File: src/rtl/angle_frame_crc_checker_core_assert.svh
// Assertion macros shared by the checker RTL.
// Each macro expects signals named clk and arst_n in the using scope.
`ifndef ANGLE_FRAME_CRC_CHECKER_CORE_ASSERT_SVH
`define ANGLE_FRAME_CRC_CHECKER_CORE_ASSERT_SVH

// Same-cycle implication, disabled during reset
`define AFCC_ASSERT_IMP(lbl, ante, cons, msg) \
	lbl: assert property (@(posedge clk) disable iff (!arst_n) (ante) |-> (cons)) \
		else $error(msg);

// Next-cycle implication, disabled during reset
`define AFCC_ASSERT_NXT(lbl, ante, cons, msg) \
	lbl: assert property (@(posedge clk) disable iff (!arst_n) (ante) |=> (cons)) \
		else $error(msg);

`endif

File: src/rtl/afcc_pkg.sv
package afcc_pkg;

	localparam int CHECKED_BYTES = 4;

	localparam logic [7:0]  CRC_POLY    = 8'h1D;
	localparam logic [7:0]  CRC_SEED    = 8'hFF;
	localparam logic [2:0]  FRAME_LAST  = 3'd5;
	localparam logic [2:0]  POS_DATA_HI = 3'd2;
	localparam logic [2:0]  POS_DATA_LO = 3'd3;
	localparam logic [15:0] ANGLE_MASK  = 16'h7FFF;
	localparam logic [3:0]  RETRY_RESET = 4'd3;
	localparam logic [3:0]  FAIL_MAX    = 4'hF;
	localparam logic [15:0] ERR_MAX     = 16'hFFFF;

	// Frame tracker status toward the top level
	typedef struct packed {
		logic        last;
		logic        ok;
		logic [14:0] angle;
	} frm_t;

	// One byte of CRC-8, MSB first
	function automatic logic [7:0] crc_byte(input logic [7:0] crc, input logic [7:0] b);
		logic [7:0] v;
		v = crc ^ b;
		for (int i = 0; i < 8; i++) begin
			if (v[7]) begin
				v = {v[6:0], 1'b0} ^ CRC_POLY;
			end else begin
				v = {v[6:0], 1'b0};
			end
		end
		return v;
	endfunction

endpackage

File: src/rtl/afcc_frame_track.sv
module afcc_frame_track
	import afcc_pkg::*;
(
	input  logic       clk,
	input  logic       arst_n,
	input  logic       step,
	input  logic [7:0] rx_byte,
	input  logic       first_of_frame,
	output frm_t       frm
);

	logic [7:0]  crc_q;
	logic [2:0]  pos_q;
	logic [15:0] data_q;

	logic [7:0]  crc_base;
	logic [2:0]  pos;
	logic [7:0]  crc_next;
	logic [15:0] data_next;

	// Restart position and CRC on a frame mark
	always_comb begin
		crc_base = first_of_frame ? CRC_SEED : crc_q;
		pos      = first_of_frame ? 3'd0 : pos_q;
		crc_next = (32'(pos) < CHECKED_BYTES) ? crc_byte(crc_base, rx_byte) : crc_base;
		data_next = data_q;
		if (pos == POS_DATA_HI) begin
			data_next = {rx_byte, data_q[7:0]};
		end else if (pos == POS_DATA_LO) begin
			data_next = {data_q[15:8], rx_byte};
		end
	end

	// Compare inverted CRC with the low safety byte at frame end
	always_comb begin
		frm.last  = (pos == FRAME_LAST);
		frm.ok    = (~crc_next == rx_byte);
		frm.angle = frm.ok ? data_next[14:0] & ANGLE_MASK[14:0] : 15'd0;
	end

	// Advance frame state on each processed byte
	always_ff @(posedge clk or negedge arst_n) begin
		if (!arst_n) begin
			crc_q  <= CRC_SEED;
			pos_q  <= 3'd0;
			data_q <= 16'd0;
		end else if (step) begin
			data_q <= data_next;
			if (frm.last) begin
				crc_q <= CRC_SEED;
				pos_q <= 3'd0;
			end else begin
				crc_q <= crc_next;
				pos_q <= pos + 3'd1;
			end
		end
	end

endmodule

File: src/rtl/angle_frame_crc_checker_core.sv
// Channel | Direction | Handshake                  | Payload
// in      | input     | in_valid / in_stall        | rx_byte, first_of_frame, new_request
// out     | output    | out_valid / out_stall      | frame_ok, angle_raw, retry_needed,
//         |           |                            | request_failed, error_total
// cfg     | input     | cfg_valid / cfg_ready      | cfg_data (retry_limit)
//
// One byte per cycle sustained while in_stall is low; each byte is registered in
// stage 1, then the CRC update and compare run combinationally into the result
// register, so the result is registered once the sixth byte of a frame leaves stage 1.
// A result appears at the sixth byte of each frame only.
// Reset clears CRC (to seed), position, data word, counters and retry_limit (3).
// out_stall backs up into in_stall only when a frame-end byte finds the result
// register still occupied; cfg_ready is always high.
`include "angle_frame_crc_checker_core_assert.svh"

module angle_frame_crc_checker_core
	import afcc_pkg::*;
(
	input  logic        clk,
	input  logic        arst_n,
	input  logic        in_valid,
	output logic        in_stall,
	input  logic [7:0]  rx_byte,
	input  logic        first_of_frame,
	input  logic        new_request,
	output logic        out_valid,
	input  logic        out_stall,
	output logic        frame_ok,
	output logic [14:0] angle_raw,
	output logic        retry_needed,
	output logic        request_failed,
	output logic [15:0] error_total,
	input  logic        cfg_valid,
	output logic        cfg_ready,
	input  logic [3:0]  cfg_data
);

	logic        v_s1;
	logic [7:0]  byte_s1;
	logic        first_s1;
	logic        newreq_s1;

	logic [3:0]  retry_limit_q;
	logic [3:0]  fail_q;
	logic [15:0] err_q;

	frm_t        frm;
	logic        adv;
	logic        step;
	logic        in_fire;
	logic [3:0]  fail_base;
	logic [3:0]  fail_inc;
	logic [15:0] err_inc;

	assign cfg_ready = 1'b1;

	// Byte in stage 1 moves on unless it needs a busy result register
	assign adv      = !frm.last || !out_valid || !out_stall;
	assign step     = v_s1 && adv;
	assign in_stall = v_s1 && !adv;
	assign in_fire  = in_valid && !in_stall;

	// Capture the input transaction
	always_ff @(posedge clk or negedge arst_n) begin
		if (!arst_n) begin
			v_s1 <= 1'b0;
		end else if (in_fire) begin
			v_s1 <= 1'b1;
		end else if (adv) begin
			v_s1 <= 1'b0;
		end
	end

	always_ff @(posedge clk) begin
		if (in_fire) begin
			byte_s1   <= rx_byte;
			first_s1  <= first_of_frame;
			newreq_s1 <= new_request;
		end
	end

	afcc_frame_track u_track (
		.clk            (clk),
		.arst_n         (arst_n),
		.step           (step),
		.rx_byte        (byte_s1),
		.first_of_frame (first_s1),
		.frm            (frm)
	);

	// Saturating failure counts
	always_comb begin
		fail_base = newreq_s1 ? 4'd0 : fail_q;
		fail_inc  = (fail_base == FAIL_MAX) ? FAIL_MAX : fail_base + 4'd1;
		err_inc   = (err_q == ERR_MAX) ? ERR_MAX : err_q + 16'd1;
	end

	// Hold the retry limit
	always_ff @(posedge clk or negedge arst_n) begin
		if (!arst_n) begin
			retry_limit_q <= RETRY_RESET;
		end else if (cfg_valid && cfg_ready) begin
			retry_limit_q <= cfg_data;
		end
	end

	// Update failure counters per processed byte
	always_ff @(posedge clk or negedge arst_n) begin
		if (!arst_n) begin
			fail_q <= 4'd0;
			err_q  <= 16'd0;
		end else if (step) begin
			if (!frm.last) begin
				fail_q <= fail_base;
			end else if (frm.ok) begin
				fail_q <= 4'd0;
			end else begin
				fail_q <= fail_inc;
				err_q  <= err_inc;
			end
		end
	end

	// Result register
	always_ff @(posedge clk or negedge arst_n) begin
		if (!arst_n) begin
			out_valid <= 1'b0;
		end else if (step && frm.last) begin
			out_valid <= 1'b1;
		end else if (!out_stall) begin
			out_valid <= 1'b0;
		end
	end

	always_ff @(posedge clk) begin
		if (step && frm.last) begin
			frame_ok       <= frm.ok;
			angle_raw      <= frm.angle;
			retry_needed   <= !frm.ok && (fail_inc < retry_limit_q);
			request_failed <= !frm.ok && (fail_inc >= retry_limit_q);
			error_total    <= frm.ok ? err_q : err_inc;
		end
	end

	`AFCC_ASSERT_IMP(a_flags_excl, out_valid,
		!(retry_needed && request_failed) && !(frame_ok && (retry_needed || request_failed)),
		"result flags overlap")
	`AFCC_ASSERT_IMP(a_err_step, err_q != $past(err_q), err_q == $past(err_q) + 16'd1,
		"error count moved by other than one")
	`AFCC_ASSERT_IMP(a_stall_src, in_stall, v_s1 && out_valid && out_stall,
		"input stalled without a blocked result")
	`AFCC_ASSERT_NXT(a_s1_hold, v_s1 && !adv, v_s1 && $stable(byte_s1),
		"stage 1 byte lost while blocked")

endmodule

File: config.mk
export PLATFORM = sky130hd
export DESIGN_NAME = angle_frame_crc_checker_core
export DESIGN_NICKNAME = d
export VERILOG_FILES = /design/src/rtl/afcc_pkg.sv /design/src/rtl/afcc_frame_track.sv /design/src/rtl/angle_frame_crc_checker_core.sv
export VERILOG_INCLUDE_DIRS = /design/src /design/src/rtl
export SDC_FILE = /design/constraint.sdc
export NUM_CORES = 1
export LEC_CHECK = 0
export ABC_CLOCK_PERIOD_IN_PS = 3400
export BUFFER_PORTS_ARGS = -buffer_cell sky130_fd_sc_hd__buf_2
export CAP_MARGIN = 20
export CORE_MARGIN = 3
export CORE_UTILIZATION = 54
export CTS_CLUSTER_DIAMETER = 100
export DETAILED_ROUTE_END_ITERATION = 10
export HOLD_SLACK_MARGIN = 0.06
export PLACE_DENSITY = 0.73
export SLEW_MARGIN = 20
export SYNTH_ARGS = -nofsm -noshare
export SYNTH_HDL_FRONTEND = slang
export SYNTH_SLANG_ARGS = --single-unit
File: constraint.sdc
create_clock -name clk -period 3.4 [get_ports clk]
set_input_delay 0.51 -clock clk [delete_from_list [all_inputs] [get_ports clk]]
set_output_delay 0.51 -clock clk [all_outputs]
set_load 0.005 [all_outputs]
# Word-level counts from Yosys, hierarchy flattened
# Cells that the tools add are included.
[totals]
mem_bits_ro = 0
latchBits = 0
reg_bits = 96
n_memories = 0
mem_bits_rw = 0
[op_classes]
bitwise = 10
n_reduce_logical = 16
muxes = 25
mul = 0
n_div = 0
n_shift = 0
n_lt_le_gt_ge = 3
n_addsub = 3
eq_ne = 7
[op_table]
columns = ["cell", "count"]
rows = [
  ["2-to-1 mux 5 bit", 8],
  ["2-to-1 mux 16 bit", 2],
  ["2-to-1 mux 8 bit", 4],
  ["NOT 4 bit", 8],
  ["adder 16 x 1 -> 16 bit, second input constant", 1],
  ["equality test 16 bit, second input constant", 1],
  ["2-to-1 mux 4 bit", 4],
  ["2-to-1 mux 15 bit", 1],
  ["equality test 8 bit", 1],
  ["NOT 8 bit", 1],
  ["XOR 8 bit", 1],
  ["equality test 3 x 2 -> 1 bit, second input constant", 2],
  ["logical AND 1 bit", 6],
  ["logical NOT 1 bit", 6],
  ["2-to-1 mux 3 bit", 2],
  ["adder 4 x 1 -> 4 bit, second input constant", 1],
  ["equality test 4 bit, second input constant", 1],
  [">= comparator 4 bit", 1],
  ["< comparator 4 bit", 1],
  ["2-to-1 mux 1 bit", 4],
  ["adder 3 x 1 -> 3 bit, second input constant", 1],
  ["equality test 3 bit, second input constant", 1],
  ["< comparator 3 bit, second input constant", 1],
  ["logical OR 1 bit", 2],
  ["other kinds (3)", 3],
]

# Logic depth before layout (Yosys ltp)
[depth]
depth_word = 23
depth_mapped = 12

# By module
# From an unflattened synthesis, not the netlist that was laid out.
[hier_totals]
cells_unflattened = 472
hier_area_um2 = 5328.9
[by_module_without_submodules]
columns = ["module", "cells_per_inst", "instances", "seq_area_each_um2", "area_each_um2"]
rows = [
  ["angle_frame_crc_checker_core", 256, 1, 1974.4, 3134.3],
  ["afcc_frame_track", 216, 1, 660.6, 2194.6],
]

# Least setup slack after synthesis
# OpenSTA, ideal clock, no wires.
[synth_path]
path_type = "reg-to-reg"
startpoint = "register first_s1"
endpoint = "register err_q[10]"
setup_ps = 130
path_buffers = 3
required_time_ps = 3270
setup_slack_ps = 163
arrival_time_ps = 3107
stages_incl_launch_ff = 11
path_cell_list = "edfxtp_1 buf_2 nor2b_1 buf_2 clkinv_1 nor3_1 nand2_1 clkinv_1 clkbuf_1 o211ai_1 mux2i_1"
[synth_via]
elab_chain_cells = 15
elab_cells_between_ends = 30
classes_between = "order compare (1); eq/ne (2); mux (12); bitwise (10); reduce/logical (5)"
[synth_lines]
columns = ["element", "line_no", "rtl"]
rows = [
  ["start: declaration", "angle_frame_crc_checker_core.sv:40", "logic first_s1;"],
  ["start signal: assignment", "angle_frame_crc_checker_core.sv:77", "first_s1 <= first_of_frame;"],
  ["2-to-1 mux 8 bit", "afcc_frame_track.sv:23", "crc_base = first_of_frame ? CRC_SEED : crc_q;"],
  ["XOR 8 bit", "afcc_pkg.sv:25", "v = crc ^ b;"],
  ["NOT 4 bit (no line)", "--", ""],
  ["2-to-1 mux 5 bit", "afcc_pkg.sv:27", "if (v[7]) begin"],
  ["NOT 4 bit (no line)", "--", ""],
  ["2-to-1 mux 5 bit", "afcc_pkg.sv:27", ""],
  ["NOT 4 bit (no line) or 2-to-1 mux 5 bit (tied branches)", "--", ""],
  ["2-to-1 mux 5 bit or NOT 4 bit (tied branches)", "--", ""],
  ["2-to-1 mux 5 bit", "afcc_pkg.sv:27", ""],
  ["NOT 4 bit (no line)", "--", ""],
  ["2-to-1 mux 5 bit", "afcc_pkg.sv:27", ""],
  ["2-to-1 mux 8 bit", "afcc_frame_track.sv:25", "crc_next = (32'(pos) < CHECKED_BYTES) ? crc_byte(crc_base, rx_byte) : crc_base;"],
  ["NOT 8 bit", "afcc_frame_track.sv:37", "frm.ok = (~crc_next == rx_byte);"],
  ["equality test 8 bit", "afcc_frame_track.sv:37", ""],
  ["2-to-1 mux 16 bit", "--", ""],
  ["end signal: assignment", "angle_frame_crc_checker_core.sv:119", "err_q <= err_inc;"],
  ["end: declaration", "angle_frame_crc_checker_core.sv:45", "logic [15:0] err_q;"],
]
# Several ways; a longest one is shown, not always the timed one.
# A chain may end at the register's enable or synchronous reset.

# Worst setup path after layout
[layout_path]
startpoint = "register byte_s1[2]"
endpoint = "register error_total[13] (data pin)"
[layout_via]
elab_chain_cells = 14
[layout_lines]
columns = ["element", "line_no", "rtl"]
rows = [
  ["start: declaration", "angle_frame_crc_checker_core.sv:39", "logic [7:0] byte_s1;"],
  ["start signal: assignment", "angle_frame_crc_checker_core.sv:76", "byte_s1 <= rx_byte;"],
  ["XOR 8 bit", "afcc_pkg.sv:25", ""],
  ["NOT 4 bit (no line)", "--", ""],
  ["2-to-1 mux 5 bit", "afcc_pkg.sv:27", ""],
  ["NOT 4 bit (no line)", "--", ""],
  ["2-to-1 mux 5 bit (2 in series)", "afcc_pkg.sv:27", ""],
  ["NOT 4 bit (no line)", "--", ""],
  ["2-to-1 mux 5 bit", "afcc_pkg.sv:27", ""],
  ["NOT 4 bit (no line)", "--", ""],
  ["2-to-1 mux 5 bit", "afcc_pkg.sv:27", ""],
  ["2-to-1 mux 8 bit", "afcc_frame_track.sv:25", ""],
  ["NOT 8 bit", "afcc_frame_track.sv:37", ""],
  ["equality test 8 bit *", "afcc_frame_track.sv:37", ""],
  ["2-to-1 mux 16 bit *", "--", ""],
  ["end signal: assignment", "angle_frame_crc_checker_core.sv:141", "error_total <= frm.ok ? err_q : err_inc;"],
  ["end: declaration", "angle_frame_crc_checker_core.sv:32", "output logic [15:0] error_total,"],
]
# Mark *: on every way between the ends. The rest lies on a longest branch, timed or not.

==> results.py <==
metrics = {
    "outcome": {
        "status": "finished, final reports clean",
    },
    "critical_path": {
        "cp-end-kind": "flip-flop",
        "cpPeakStageDelay_ps": 560,
        "path_class": "reg2reg",
        "slowest_stage": "edfxtp_1",
        "worstReg2RegStart": "byte_s1[2]",
        "crit_required_ps": 3520,
        "worstPathMaxFanout": 15,
        "reg2reg_setup_slack_ps": 220,
        "arrival_ps": 3300,
        "cp-start-kind": "flip-flop",
        "timing.rr.end": "error_total[13]",
        "path_cells": "xnor2_1, or3_4, a211oi_4, nor2_2, o311ai_4, o2111ai_2, buf_4, o21ai_0, mux2_2",
        "reg2regPathDepth": 9,
    },
    "final_layout": {
        "final_cell_mix": "buf_2, nand2_1, edfxtp_1",
        "diodes": 0,
        "fin_cells": 699,
        "final_area_sq_um": 6070,
        "area_delta_synth_final_pct": 13.0,
        "nets": 591,
        "drive_above_1_share_pct": 24.7,
        "final_common_cell": "buf_2",
        "fillers": 780,
    },
    "routing": {
        "drc": 0,
        "vias_per_cell": 5.84,
        "drtPass1Iterations": 6,
        "antenna_left": 0,
        "wirelength_met1_um": 5510,
        "wire_per_inst_um": 16.9,
        "drt-total-wl_um": 11800,
        "routed.top_layer": "met4",
        "drt_iter0_drc": 275,
        "vias": 4082,
        "wl_met2_um": 5410,
        "wl_met3_um": 739,
    },
    "floorplan": {
        "fp.dieW_um": 106,
        "coreArea_sq_um": 9460,
        "ios": 56,
        "die_h_um": 106,
        "initial_core_util_pct": 56.8,
        "die_area_sq_um": 11200,
        "num_rows": 35,
    },
    "sta": {
        "setup_violations": 0,
        "final-max-slew-violation-count": 0,
        "hold_violations": 0,
        "max_freq_ghz": 0.315,
        "tightestPinTransition_ps": 1060,
        "period_needed_ps": 3180,
        "rsz0062_at_grt": "no",
        "min_period_over_period_pct": 93.4,
        "setup_tns_ps": 0,
        "finClkSkew_ps": 10.9,
        "max_slew_margin_pct": 29.0,
    },
    "placement": {
        "gp_congestion": 0.908,
        "io_buffers": 54,
        "post_dp_cell_area_sq_um": 5840,
        "dp_cells": 683,
        "dp_hpwl_um": 8720,
    },
    "synthesis": {
        "ys_seq_area_share_pct": 49.1,
        "synth_cell_types": 63,
        "syn_area_per_cell_sq_um": 10.6,
        "yosys_register_bits": 96,
        "netlist_area_sq_um": 5370,
        "synthCells": 507,
        "synth-edff-count": 44,
        "synthArstFlopShare_pct": 54.2,
        "synth_flop_cell": "edfxtp_1",
        "syn_nets": 533,
        "synth_warnings": 0,
    },
    "pwr": {
        "p_comb_share_pct": 43.9,
        "vdd_drop_max_mv": 0.414,
        "power_mw": 4.60,
        "p_leak_nw": 2.59,
        "power.internal_mw": 2.84,
        "power.density_nw_per_um2": 759,
        "power.net_switching_mw": 1.76,
        "pwr-share-seq_pct": 38.0,
        "p_clk_share_pct": 18.1,
        "netSwitchingFraction_pct": 38.3,
    },
    "clocking": {
        "numCtsBuffers": 9,
        "clk_pin_slew_worst_paths_ps": 100,
        "cts_hold_buffers": 0,
        "clock_latency_ps": 360,
        "cts-htree-levels": 3,
        "cts.sinks": 96,
        "cts_max_path_buffers": 2,
        "cts_root_buffer": "clkbuf_8",
        "cts_setup_buffers": 0,
        "cts_tree": "yes",
    },
    "global_route": {
        "grt_usage_pct": 21.9,
        "grt_max_degree": 34,
        "grt_pass1_wl_um": 19500,
        "grt_pass1_vias": 3810,
        "overflow": 0,
        "antenna_found_initial": 0,
    },
    "worst_hold_path": {
        "hp-class": "in2async",
    },
    "job": {
        "cap_violations": 0,
    },
}
==> registers in the layout, indices dropped and copies added (netlist names) <==
| name | count |
|---|---|
| angle_raw | 15 |
| newreq_s1 | 1 |
| retry_limit_q | 4 |
| fail_q | 4 |
| frame_ok | 1 |
| request_failed | 1 |
| error_total | 16 |
| byte_s1 | 8 |
| out_valid | 1 |
| u_track.crc_q | 8 |
| u_track.data_q | 15 |
| v_s1 | 1 |
| first_s1 | 1 |
| err_q | 16 |
| u_track.pos_q | 3 |
| retry_needed | 1 |
==> worst max path at each step <==
stage | startpoint | end | slack, ps | cells past startpoint
finish | byte_s1[2] | error_total[13] | 220 | 9
global route | u_track.crc_q[7] | error_total[13] | 60 | 9
CTS | byte_s1[2] | error_total[13] | 240 | 9
detailed placement | byte_s1[2] | error_total[13] | 260 | 9
global placement | byte_s1[2] | error_total[13] | 290 | 9
floorplan | first_s1 | err_q[10] | 160 | 10
==> repair_timing <==
item	in CTS	in global routing
gates resized for setup	0	2
hold endpoints to repair	0	0
endpoints found under the setup margin	0	8
==> power groups by stage <==
stage               combinational (mW)  clock (mW)  sequential (mW)
floorplan                         1.60           0             1.67
detailed placement                1.99           0             1.77
finish                            2.02       0.833             1.75
global placement                  1.95           0             1.76
global route                      2.24       0.903             1.78
CTS                               2.00       0.849             1.74
==> Yosys cell counts, types with 4 or more instances <==
cell	count	area (sq um)
ha_1	7	87.6
a21oi_1	14	70.1
and2_1	6	37.5
nand3_1	22	110
o211ai_1	16	120
xnor2_1	16	140
inv_1	27	101
and3_1	4	25.0
a21oi_2	9	78.8
nor3_1	11	55.1
or3_1	4	25.0
a31oi_1	9	56.3
o21ai_0	39	195
edfxtp_1	44	1320
mux2i_1	15	150
o22a_1	6	52.6
a2bb2oi_1	11	96.3
mux2_2	20	225
buf_2	11	55.1
nand2_1	50	188
dfstp_2	10	263
dfrtp_1	42	1050
clkbuf_1	14	52.6
nor2b_1	5	31.3
nor2_1	19	71.3
nand4_1	7	43.8
o31ai_1	4	30.0
xor2_1	14	123
==> through the flow <==
stage | hold slack, ps | utilization (%) | setup slack, ps
CTS | 248 | 64.0 | 241
global route | 277 | 64.1 | 57.4
finish | 224 | 64.1 | 224
detailed placement | 483 | 61.7 | 264
global placement | 474 | 61.7 | 295
floorplan | 214 | - | 163
==> per-layer routing <==
layer	track usage, %	vias to the layer above
met5	0	-
met2	34.2	149
met3	4.23	12
met1	32.2	1970
li1	-	1951
met4	4.07	0
==> critical path, delay by kind of cell (launching register included) <==
family                    cells  cell delay, ps
AOI/OAI and AO/OA             4            1060
DFF                           1             560
and+or+nand+nor               2             530
muxes                         1             360
buffers and inverters         1             220
xor gates and xnor gates      1             200
==> logic make-up after synthesis <==
kind of cell             after synthesis  share of synthesized area, %
other                                  1                        0.0698
adder cells (fa/ha/maj)                7                          1.63
buffers and inverters                 60                          4.96
flip-flops                            96                          49.1
multiplexers                          36                          7.20
AO/OA/AOI/OAI                        131                          17.2
XOR/XNOR                              35                          7.04
AND/OR/NAND/NOR                      141                          12.8
==> area by class of cell <==
type                    count  area (sq um)  area share [%]
well taps                 129           161            2.66
flip-flops and latches     96          2640            43.4
clock buffers              10           128            2.10
repair buffers             78           463            7.63
clock inverters             6          92.6            1.53
inverters                  29           109            1.79
multi-input cells         351          2480            40.8
No activity file was read; power rests on OpenSTA's default activity.
